## src/rtl/clcd_pkg.sv

```systemverilog
// ----------------------------------------------------------------------------
// clcd_pkg
// Shared types and constants for the 4-bit character LCD sequencer.
// ----------------------------------------------------------------------------
`default_nettype none

package clcd_pkg;

  localparam int OP_W      = 3;
  localparam int CFG_IDX_W = 3;
  localparam int TICK_W    = 16;

  localparam logic [OP_W-1:0] OP_TICK   = 3'd0;
  localparam logic [OP_W-1:0] OP_INIT   = 3'd1;
  localparam logic [OP_W-1:0] OP_WRITE  = 3'd2;
  localparam logic [OP_W-1:0] OP_CLEAR  = 3'd3;
  localparam logic [OP_W-1:0] OP_HOME   = 3'd4;
  localparam logic [OP_W-1:0] OP_CURSOR = 3'd5;

  localparam logic [CFG_IDX_W-1:0] CFG_POWER_UP   = 3'd0;
  localparam logic [CFG_IDX_W-1:0] CFG_LONG_INIT  = 3'd1;
  localparam logic [CFG_IDX_W-1:0] CFG_SHORT_INIT = 3'd2;
  localparam logic [CFG_IDX_W-1:0] CFG_NIBBLE     = 3'd3;
  localparam logic [CFG_IDX_W-1:0] CFG_SLOW_CMD   = 3'd4;

  typedef struct packed {
    logic [OP_W-1:0] operation;
    logic [7:0]      data_byte;
    logic            register_select;
    logic [5:0]      column;
    logic            line;
  } clcd_item_t;

  typedef struct packed {
    logic [TICK_W-1:0] power_up_ticks;
    logic [TICK_W-1:0] long_init_ticks;
    logic [TICK_W-1:0] short_init_ticks;
    logic [TICK_W-1:0] nibble_ticks;
    logic [TICK_W-1:0] slow_command_ticks;
  } clcd_cfg_t;

  typedef struct packed {
    logic       rs_pin;
    logic       en_pin;
    logic [3:0] data_nibble;
    logic       busy_res;
    logic       rejected;
  } clcd_result_t;

endpackage

`default_nettype wire

```

## src/rtl/clcd_cfg.sv

```systemverilog
// ----------------------------------------------------------------------------
// clcd_cfg
// Timing registers of the LCD sequencer, loaded through a plain write port.
// ----------------------------------------------------------------------------
`default_nettype none

module clcd_cfg (
  input  wire logic                          clk,
  input  wire logic                          rst_n,
  input  wire logic                          cfg_wr_en,
  input  wire logic [clcd_pkg::CFG_IDX_W-1:0] cfg_index,
  input  wire logic [clcd_pkg::TICK_W-1:0]   cfg_wdata,
  output clcd_pkg::clcd_cfg_t                cfg_o
);
  import clcd_pkg::*;

  clcd_cfg_t cfg_r;

  always_ff @(posedge clk) begin
    if (!rst_n) begin
      cfg_r.power_up_ticks     <= 16'd3000;
      cfg_r.long_init_ticks    <= 16'd410;
      cfg_r.short_init_ticks   <= 16'd10;
      cfg_r.nibble_ticks       <= 16'd20;
      cfg_r.slow_command_ticks <= 16'd200;
    end else if (cfg_wr_en) begin
      case (cfg_index)
        CFG_POWER_UP:   cfg_r.power_up_ticks     <= cfg_wdata;
        CFG_LONG_INIT:  cfg_r.long_init_ticks    <= cfg_wdata;
        CFG_SHORT_INIT: cfg_r.short_init_ticks   <= cfg_wdata;
        CFG_NIBBLE:     cfg_r.nibble_ticks       <= cfg_wdata;
        CFG_SLOW_CMD:   cfg_r.slow_command_ticks <= cfg_wdata;
        default: begin
        end
      endcase
    end
  end

  assign cfg_o = cfg_r;

endmodule

`default_nettype wire

```

## src/rtl/clcd_in_stage.sv

```systemverilog
// ----------------------------------------------------------------------------
// clcd_in_stage
// Input register stage with a valid/ready handshake on both sides.
// ----------------------------------------------------------------------------
`default_nettype none

module clcd_in_stage (
  input  wire logic                  clk,
  input  wire logic                  rst_n,
  input  wire logic                  in_valid,
  output logic                       in_ready,
  input  wire clcd_pkg::clcd_item_t  in_item,
  output logic                       s_valid,
  input  wire logic                  s_ready,
  output clcd_pkg::clcd_item_t       s_item
);
  import clcd_pkg::*;

  logic       valid_r;
  clcd_item_t item_r;

  assign in_ready = !valid_r || s_ready;

  always_ff @(posedge clk) begin
    if (!rst_n) begin
      valid_r <= 1'b0;
    end else if (in_ready) begin
      valid_r <= in_valid;
    end
  end

  always_ff @(posedge clk) begin
    if (in_ready && in_valid) begin
      item_r <= in_item;
    end
  end

  assign s_valid = valid_r;
  assign s_item  = item_r;

endmodule

`default_nettype wire

```

## src/rtl/clcd_seq.sv

```systemverilog
// ----------------------------------------------------------------------------
// clcd_seq
// Sequencer state, next-state logic for one request and the result register.
// ----------------------------------------------------------------------------
`default_nettype none

module clcd_seq (
  input  wire logic                  clk,
  input  wire logic                  rst_n,
  input  wire clcd_pkg::clcd_cfg_t   cfg_i,
  input  wire logic                  s_valid,
  output logic                       s_ready,
  input  wire clcd_pkg::clcd_item_t  s_item,
  output logic                       out_valid,
  input  wire logic                  out_ready,
  output clcd_pkg::clcd_result_t     out_res
);
  import clcd_pkg::*;

  typedef enum logic [2:0] {
    PH_IDLE, PH_POWER, PH_INIT, PH_HIGH, PH_LOW, PH_SLOW
  } phase_t;

  localparam logic [3:0] STEP_LONE      = 4'd8;
  localparam logic [3:0] STEP_LONE_SLOW = 4'd9;
  localparam logic [3:0] STEP_FIRST_CMD = 4'd4;
  localparam logic [3:0] STEP_LAST_INIT = 4'd3;
  localparam logic [3:0] STEP_CLEAR     = 4'd7;

  localparam logic [7:0] INIT_BYTES [4] = '{8'h0C, 8'h06, 8'h28, 8'h01};

  phase_t       phase_r, phase_nxt;
  logic [3:0]   step_r, step_nxt;
  logic [15:0]  wait_r, wait_nxt;
  logic [7:0]   hbyte_r, hbyte_nxt;
  logic         hrs_r, hrs_nxt;
  logic [5:0]   pins_r, pins_nxt;
  logic         ovalid_r;
  clcd_result_t res_r, res_nxt;

  logic         busy;
  logic         rej;
  logic         take;
  logic [15:0]  hold;
  logic [7:0]   cursor_byte;
  logic [3:0]   step_inc;

  assign s_ready = !ovalid_r || out_ready;
  assign take    = s_valid && s_ready;
  assign busy    = (phase_r != PH_IDLE);
  assign step_inc = step_r + 4'd1;
  assign cursor_byte = 8'h80 + {2'b00, s_item.column} + (s_item.line ? 8'h40 : 8'h00);

  always_comb begin
    hold = cfg_i.nibble_ticks;
    if (phase_r == PH_INIT) begin
      case (step_r[1:0])
        2'd0:    hold = cfg_i.long_init_ticks;
        2'd1:    hold = cfg_i.short_init_ticks;
        2'd2:    hold = cfg_i.long_init_ticks;
        default: hold = cfg_i.slow_command_ticks;
      endcase
    end
  end

  always_comb begin
    phase_nxt = phase_r;
    step_nxt  = step_r;
    wait_nxt  = wait_r;
    hbyte_nxt = hbyte_r;
    hrs_nxt   = hrs_r;
    pins_nxt  = pins_r;
    rej       = 1'b0;
    case (s_item.operation)
      OP_TICK: begin
        if (busy) begin
          case (phase_r)
            PH_POWER, PH_SLOW: begin
              if (wait_r > 16'd1) begin
                wait_nxt = wait_r - 16'd1;
              end else if (phase_r == PH_POWER) begin
                phase_nxt = PH_INIT;
                step_nxt  = 4'd0;
                pins_nxt  = {2'b00, 4'h3};
                wait_nxt  = 16'd0;
              end else begin
                phase_nxt = PH_IDLE;
                step_nxt  = 4'd0;
                wait_nxt  = 16'd0;
              end
            end
            PH_INIT, PH_HIGH, PH_LOW: begin
              if (!pins_r[4]) begin
                pins_nxt[4] = 1'b1;
                wait_nxt    = hold;
              end else if (wait_r > 16'd1) begin
                wait_nxt = wait_r - 16'd1;
              end else begin
                pins_nxt[4] = 1'b0;
                wait_nxt    = 16'd0;
                if (phase_r == PH_INIT) begin
                  if (step_r < STEP_LAST_INIT) begin
                    step_nxt = step_inc;
                    pins_nxt = {2'b00, (step_inc == STEP_LAST_INIT) ? 4'h2 : 4'h3};
                  end else begin
                    hbyte_nxt = INIT_BYTES[0];
                    hrs_nxt   = 1'b0;
                    step_nxt  = STEP_FIRST_CMD;
                    phase_nxt = PH_HIGH;
                    pins_nxt  = {2'b00, INIT_BYTES[0][7:4]};
                  end
                end else if (phase_r == PH_HIGH) begin
                  phase_nxt = PH_LOW;
                  pins_nxt  = {hrs_r, 1'b0, hbyte_r[3:0]};
                end else if (step_r >= STEP_FIRST_CMD && step_r < STEP_CLEAR) begin
                  hbyte_nxt = INIT_BYTES[step_r[1:0] + 2'd1];
                  hrs_nxt   = 1'b0;
                  step_nxt  = step_inc;
                  phase_nxt = PH_HIGH;
                  pins_nxt  = {2'b00, INIT_BYTES[step_r[1:0] + 2'd1][7:4]};
                end else if (step_r == STEP_CLEAR || step_r == STEP_LONE_SLOW) begin
                  phase_nxt = PH_SLOW;
                  wait_nxt  = cfg_i.slow_command_ticks;
                end else begin
                  phase_nxt = PH_IDLE;
                  step_nxt  = 4'd0;
                end
              end
            end
            default: begin
              phase_nxt = PH_IDLE;
              step_nxt  = 4'd0;
              wait_nxt  = 16'd0;
            end
          endcase
        end
      end
      OP_INIT, OP_WRITE, OP_CLEAR, OP_HOME, OP_CURSOR: begin
        if (busy) begin
          rej = 1'b1;
        end else if (s_item.operation == OP_INIT) begin
          phase_nxt = PH_POWER;
          step_nxt  = 4'd0;
          pins_nxt  = 6'd0;
          wait_nxt  = cfg_i.power_up_ticks;
        end else begin
          phase_nxt = PH_HIGH;
          wait_nxt  = 16'd0;
          case (s_item.operation)
            OP_WRITE: begin
              hbyte_nxt = s_item.data_byte;
              hrs_nxt   = s_item.register_select;
              step_nxt  = STEP_LONE;
            end
            OP_CLEAR: begin
              hbyte_nxt = 8'h01;
              hrs_nxt   = 1'b0;
              step_nxt  = STEP_LONE_SLOW;
            end
            OP_HOME: begin
              hbyte_nxt = 8'h02;
              hrs_nxt   = 1'b0;
              step_nxt  = STEP_LONE_SLOW;
            end
            default: begin
              hbyte_nxt = cursor_byte;
              hrs_nxt   = 1'b0;
              step_nxt  = STEP_LONE;
            end
          endcase
          pins_nxt = {hrs_nxt, 1'b0, hbyte_nxt[7:4]};
        end
      end
      default: begin
      end
    endcase

    res_nxt.rs_pin      = pins_nxt[5];
    res_nxt.en_pin      = pins_nxt[4];
    res_nxt.data_nibble = pins_nxt[3:0];
    res_nxt.busy_res    = (phase_nxt != PH_IDLE);
    res_nxt.rejected    = rej;
  end

  always_ff @(posedge clk) begin
    if (!rst_n) begin
      phase_r  <= PH_IDLE;
      step_r   <= 4'd0;
      wait_r   <= 16'd0;
      hbyte_r  <= 8'd0;
      hrs_r    <= 1'b0;
      pins_r   <= 6'd0;
      ovalid_r <= 1'b0;
    end else begin
      if (take) begin
        phase_r <= phase_nxt;
        step_r  <= step_nxt;
        wait_r  <= wait_nxt;
        hbyte_r <= hbyte_nxt;
        hrs_r   <= hrs_nxt;
        pins_r  <= pins_nxt;
        res_r   <= res_nxt;
      end
      if (s_ready) begin
        ovalid_r <= s_valid;
      end
    end
  end

  assign out_valid = ovalid_r;
  assign out_res   = res_r;

endmodule

`default_nettype wire

```

## src/rtl/char_lcd_4bit_sequencer.sv

```systemverilog
// ----------------------------------------------------------------------------
// char_lcd_4bit_sequencer
// Character LCD controller for a 4-bit bus with RS and EN lines.
// ----------------------------------------------------------------------------
// Path: a request accepted at the input is held in the input register and
// then loaded into the result register, where it waits to be taken.
// Throughput: one request per cycle while out_ready does not hold the
// result; the sequencer update is one pass between input and result registers.
// Reset is synchronous and active low: the sequencer returns to idle with its
// pin state cleared and the timing registers take their default values.
`default_nettype none

module char_lcd_4bit_sequencer (
  input  wire logic                           clk,
  input  wire logic                           rst_n,
  input  wire logic                           in_valid,
  output logic                                in_ready,
  input  wire logic [clcd_pkg::OP_W-1:0]      in_operation,
  input  wire logic [7:0]                     in_data_byte,
  input  wire logic                           in_register_select,
  input  wire logic [5:0]                     in_column,
  input  wire logic                           in_line,
  output logic                                out_valid,
  input  wire logic                           out_ready,
  output logic                                out_rs_pin,
  output logic                                out_en_pin,
  output logic [3:0]                          out_data_nibble,
  output logic                                out_busy_res,
  output logic                                out_rejected,
  input  wire logic                           cfg_wr_en,
  input  wire logic [clcd_pkg::CFG_IDX_W-1:0] cfg_index,
  input  wire logic [clcd_pkg::TICK_W-1:0]    cfg_wdata
);
  import clcd_pkg::*;

  clcd_item_t   in_item;
  clcd_item_t   s_item;
  logic         s_valid;
  logic         s_ready;
  clcd_cfg_t    cfg;
  clcd_result_t res;

  assign in_item.operation       = in_operation;
  assign in_item.data_byte       = in_data_byte;
  assign in_item.register_select = in_register_select;
  assign in_item.column          = in_column;
  assign in_item.line            = in_line;

  clcd_cfg u_cfg (
    .clk       (clk),
    .rst_n     (rst_n),
    .cfg_wr_en (cfg_wr_en),
    .cfg_index (cfg_index),
    .cfg_wdata (cfg_wdata),
    .cfg_o     (cfg)
  );

  clcd_in_stage u_in (
    .clk      (clk),
    .rst_n    (rst_n),
    .in_valid (in_valid),
    .in_ready (in_ready),
    .in_item  (in_item),
    .s_valid  (s_valid),
    .s_ready  (s_ready),
    .s_item   (s_item)
  );

  clcd_seq u_seq (
    .clk       (clk),
    .rst_n     (rst_n),
    .cfg_i     (cfg),
    .s_valid   (s_valid),
    .s_ready   (s_ready),
    .s_item    (s_item),
    .out_valid (out_valid),
    .out_ready (out_ready),
    .out_res   (res)
  );

  assign out_rs_pin      = res.rs_pin;
  assign out_en_pin      = res.en_pin;
  assign out_data_nibble = res.data_nibble;
  assign out_busy_res    = res.busy_res;
  assign out_rejected    = res.rejected;

endmodule

`default_nettype wire

```

## config.mk

```make
export PLATFORM = sky130hd
export DESIGN_NAME = char_lcd_4bit_sequencer
export DESIGN_NICKNAME = d
export VERILOG_FILES = /design/src/rtl/clcd_pkg.sv /design/src/rtl/clcd_cfg.sv /design/src/rtl/clcd_in_stage.sv /design/src/rtl/clcd_seq.sv /design/src/rtl/char_lcd_4bit_sequencer.sv
export SDC_FILE = /design/constraint.sdc
export NUM_CORES = 1
export LEC_CHECK = 0
export BUFFER_PORTS_ARGS = -buffer_cell sky130_fd_sc_hd__buf_2
export CAP_MARGIN = 20
export CORE_MARGIN = 3
export CORE_UTILIZATION = 55
export CTS_BUF_LIST = sky130_fd_sc_hd__clkbuf_16
export CTS_CLUSTER_DIAMETER = 200
export DETAILED_ROUTE_END_ITERATION = 10
export PLACE_DENSITY_LB_ADDON = 0.05
export SKIP_CTS_REPAIR_TIMING = 1
export SLEW_MARGIN = 20
export SYNTH_ARGS = -nofsm -noshare
export SYNTH_HDL_FRONTEND = slang
export SYNTH_SLANG_ARGS = --single-unit
```

## constraint.sdc

```tcl
create_clock -name clk -period 8.1 [get_ports clk]
set_clock_uncertainty 0.15 [all_clocks]
set_input_delay 0.405 -clock clk [delete_from_list [all_inputs] [get_ports clk]]
set_output_delay 0.405 -clock clk [all_outputs]
set_load 0.1 [all_outputs]
```

==> impl_results.md <==
- # IOs: 53
- H-tree levels: 4
- Power Density: 222.3 mW/mm^2
- Port bufs: 52
- Antenna violations before repair: 0
- Fin crit share: 44.87%
- DRC Markers: 0
- Fin. Hold Viols: 0
- Tmin final: 3.634 ns
- P_int: 0.001404 W
- Final Hold Slack: 0.08749 ns
- Hold path cells: 3
- Seq pwr share: 39.9%
- Vias in the first global route: 6842
- Final Net Count: 1036
- Largest net degree at the start of global routing: 127
- Floorplan core area: 0.01345 mm^2
- HP Class: input pin to register
- Std-Cell Rows: 42
- Startpoint Class: register
- TritonCTS clock tree: built
- Crit path DAT: 3.81 ns
- Most common cell after layout, fill and taps aside: nand2_1
- P&R area growth vs syn: 14.05%
- WL per Instance: 20.39 um
- DR vias/cell: 6.505
- Status: completed
- Chip width: 124.4 um
- Ant. Diodes: 0
- Final WL: 23.92 mm
- Max VDD drop: 174.5 uV
- Num CTS Buffers: 17
- # Max-Cap Violations: 0
- Register area share after synthesis: 40.67%
- P_sw: 0.0005494 W
- Worst R2R End: u_seq.step_r[0]$_SDFFE_PN0P_
- Share of cells above drive strength 1: 10.83%
- Clock buffer depth: 2
- Max-slew headroom: 32.56%
- Reg2reg setup slack: 4.47 ns
- CP Class: register to register
- Worst slew pin tran: 1.004 ns
- Hold EP: u_in.s_valid$_SDFFE_PN0N_
- Leakage power figure: 3.127 nW
- Global route overflow: 0
- Primary FF master, synth: dfxtp_1
- Req. time, crit path: 8.28 ns
- Initial core utilization: 57.26%
- Placed wire-length estimate: 15.89 mm
- Most frequent cells in the layout: 215 x nand2_1, 116 x dfxtp_1, 62 x o21ai_0, 62 x a21boi_0, 52 x buf_2
- DR pass1 iterations: 6
- Worst reg2reg startpoint: u_in.s_item[18]$_DFFE_PP_
- Setup TNS: 0 ns
- Die Y: 124.4 um
- Latest clock arrival within the worst-skew pair: 0.44 ns
- FF-to-FF path depth: 7
- Gpl congestion: 0.9610
- Setup crit end kind: register
- Pre-CTS worst setup slack: 4.594 ns
- Synth unique cells: 66
- DIE AREA: 0.01546 mm^2
- YS warnings: 0
- EDFF count, synth: 27
- Final worst setup slack: 4.466 ns
- Avg Inst Size Synth: 7.967 um^2
- Post-Synthesis Cells: 967
- Power share of the clock group: 45.0%
- Flops & latches, synth: 143
- # setup viols final: 0
- Post-synth net total: 1019
- Clock sink count: 143
- Gr usage total: 30.02%
- Antenna Nets Post-Route: 0
- Pins Over Slew Limit: 0
- Achievable Freq: 275.2 MHz
- Mapped cell area: 0.007704 mm^2
- Switching Share: 28.12%
- Starting DRT DRC Count: 900
- Combinational group share of total power: 15.1%
- Clock root cell: clkbuf_16
- Via count: 7630
- Hold Startpoint: in_valid
- Crit path max fanout: 19
- Clock Pin Slew Worst Setup and Hold Paths: 0.07 ns
- First-pass GRT wire length: 37.40 mm
- Share of flip-flops with an asynchronous set or reset: 0%
- Unrepaired setup endpoints after global routing: no
layout make-up:
class	instances	area, um^2
clock buffers	17	425.4
inverters	20	75.07
multi-input cells	724	4192
fillers	1207	4667
well taps	176	220.2
repair buffers	78	506.7
flip-flops and latches	143	3133
clock inverters	15	234.0
kinds of logic (layout without fill, tap and decap cells):
kind of cell               after synthesis  after routing  share of synthesized area [%]
AOI/OAI and AO/OA                      311            311                          27.97
and+or+nand+nor                        388            388                          23.03
adders and majority gates                9              9                          1.462
xor gates and xnor gates                14             14                          1.592
muxes                                    2              2                         0.2599
DFF                                    143            143                          40.67
buffers and inverters                  100            130                          5.019
power groups by stage:
stage | Clock, W | Sequential [W] | Combinational [W]
after floorplan | 0 | 0.000794 | 0.000198
after global placement | 0 | 0.000793 | 0.000273
after detailed placement | 0 | 0.000794 | 0.000278
after CTS | 0.000879 | 0.000779 | 0.000280
after global routing | 0.000917 | 0.000783 | 0.000320
final | 0.000879 | 0.000780 | 0.000295
worst max path at each step:
stage / cells after the start / end / slack (ns) / from
2_1_floorplan: 3 / u_in.s_item[0]$_DFFE_PP_ / 5.19 / u_seq.out_valid$_SDFFE_PN0P_
3_3_place_gp: 7 / u_seq.step_r[0]$_SDFFE_PN0P_ / 4.72 / u_in.s_item[18]$_DFFE_PP_
3_5_place_dp: 7 / u_seq.step_r[0]$_SDFFE_PN0P_ / 4.59 / u_in.s_item[18]$_DFFE_PP_
4_1_cts: 7 / u_seq.step_r[0]$_SDFFE_PN0P_ / 4.58 / u_in.s_item[18]$_DFFE_PP_
5_1_grt: 7 / u_seq.step_r[0]$_SDFFE_PN0P_ / 4.28 / u_in.s_item[18]$_DFFE_PP_
6_report: 7 / u_seq.step_r[0]$_SDFFE_PN0P_ / 4.47 / u_in.s_item[18]$_DFFE_PP_
per-layer routing:
metal  track usage (%)  up-vias  part of all wire, %
li1                  -     3546                    -
met5                 0        -                    0
met4             8.962        0                  1.9
met2             43.35      418                   44
met3             8.405       51                  9.4
met1             43.68     3615                   44
registers in the layout, indices dropped and copies added, names as in the netlist:
signal           flops
u_in.s_valid         1
u_seq.out_res        8
u_seq.pins_r         6
u_seq.step_r         4
u_seq.wait_r        16
u_in.s_item         19
u_seq.out_valid      1
u_seq.hbyte_r        4
u_seq.phase_r        3
u_seq.hrs_r          1
u_cfg.cfg_o         80
critical path, stage by stage, from the launching register on:
cell and delay, ns:
edfxtp_1 0.71, ha_1 0.51, inv_1 0.41, nand2_1 0.34
a21o_1 0.49, nor3_2 0.52, o221ai_1 0.22, o211a_1 0.18
Yosys cell counts, drive strengths merged, types with 5 or more instances:
cell	instances	area, um^2
a211o	5	43.79
a211oi	8	65.06
a21boi	62	465.5
a21o	5	37.54
a21oi	50	250.2
a221oi	18	157.7
a22oi	10	75.07
a311oi	6	52.55
a31oi	15	93.84
and3	5	31.28
clkbuf	76	285.3
dfxtp	116	2322
edfxtp	27	810.8
ha	9	112.6
inv	20	75.07
nand2	215	807.0
nand2b	8	50.05
nand3	40	200.2
nand4	13	81.33
nor2	36	135.1
nor2b	11	68.82
nor3	20	110.1
nor4	7	43.79
o211ai	15	112.6
o21ai	62	310.3
o22ai	6	37.54
o31ai	8	60.06
or3	6	37.54
or3b	5	43.79
xnor2	9	78.83
xor2	5	43.79
stage by stage:
step / util [%] / cell area [um^2] / total power [W] / std cells
6_report: 65.31 / 8786 / 0.001954 / 1173
2_1_floorplan: - / 7704 / 0.0009921 / 967
5_1_grt: 65.31 / 8786 / 0.002020 / 1173
3_3_place_gp: 58.95 / 7930 / 0.001066 / 1122
4_1_cts: 63.87 / 8592 / 0.001938 / 1154
3_5_place_dp: 58.97 / 7933 / 0.001072 / 1122
Note: power is estimated with default switching activity, not from simulation.
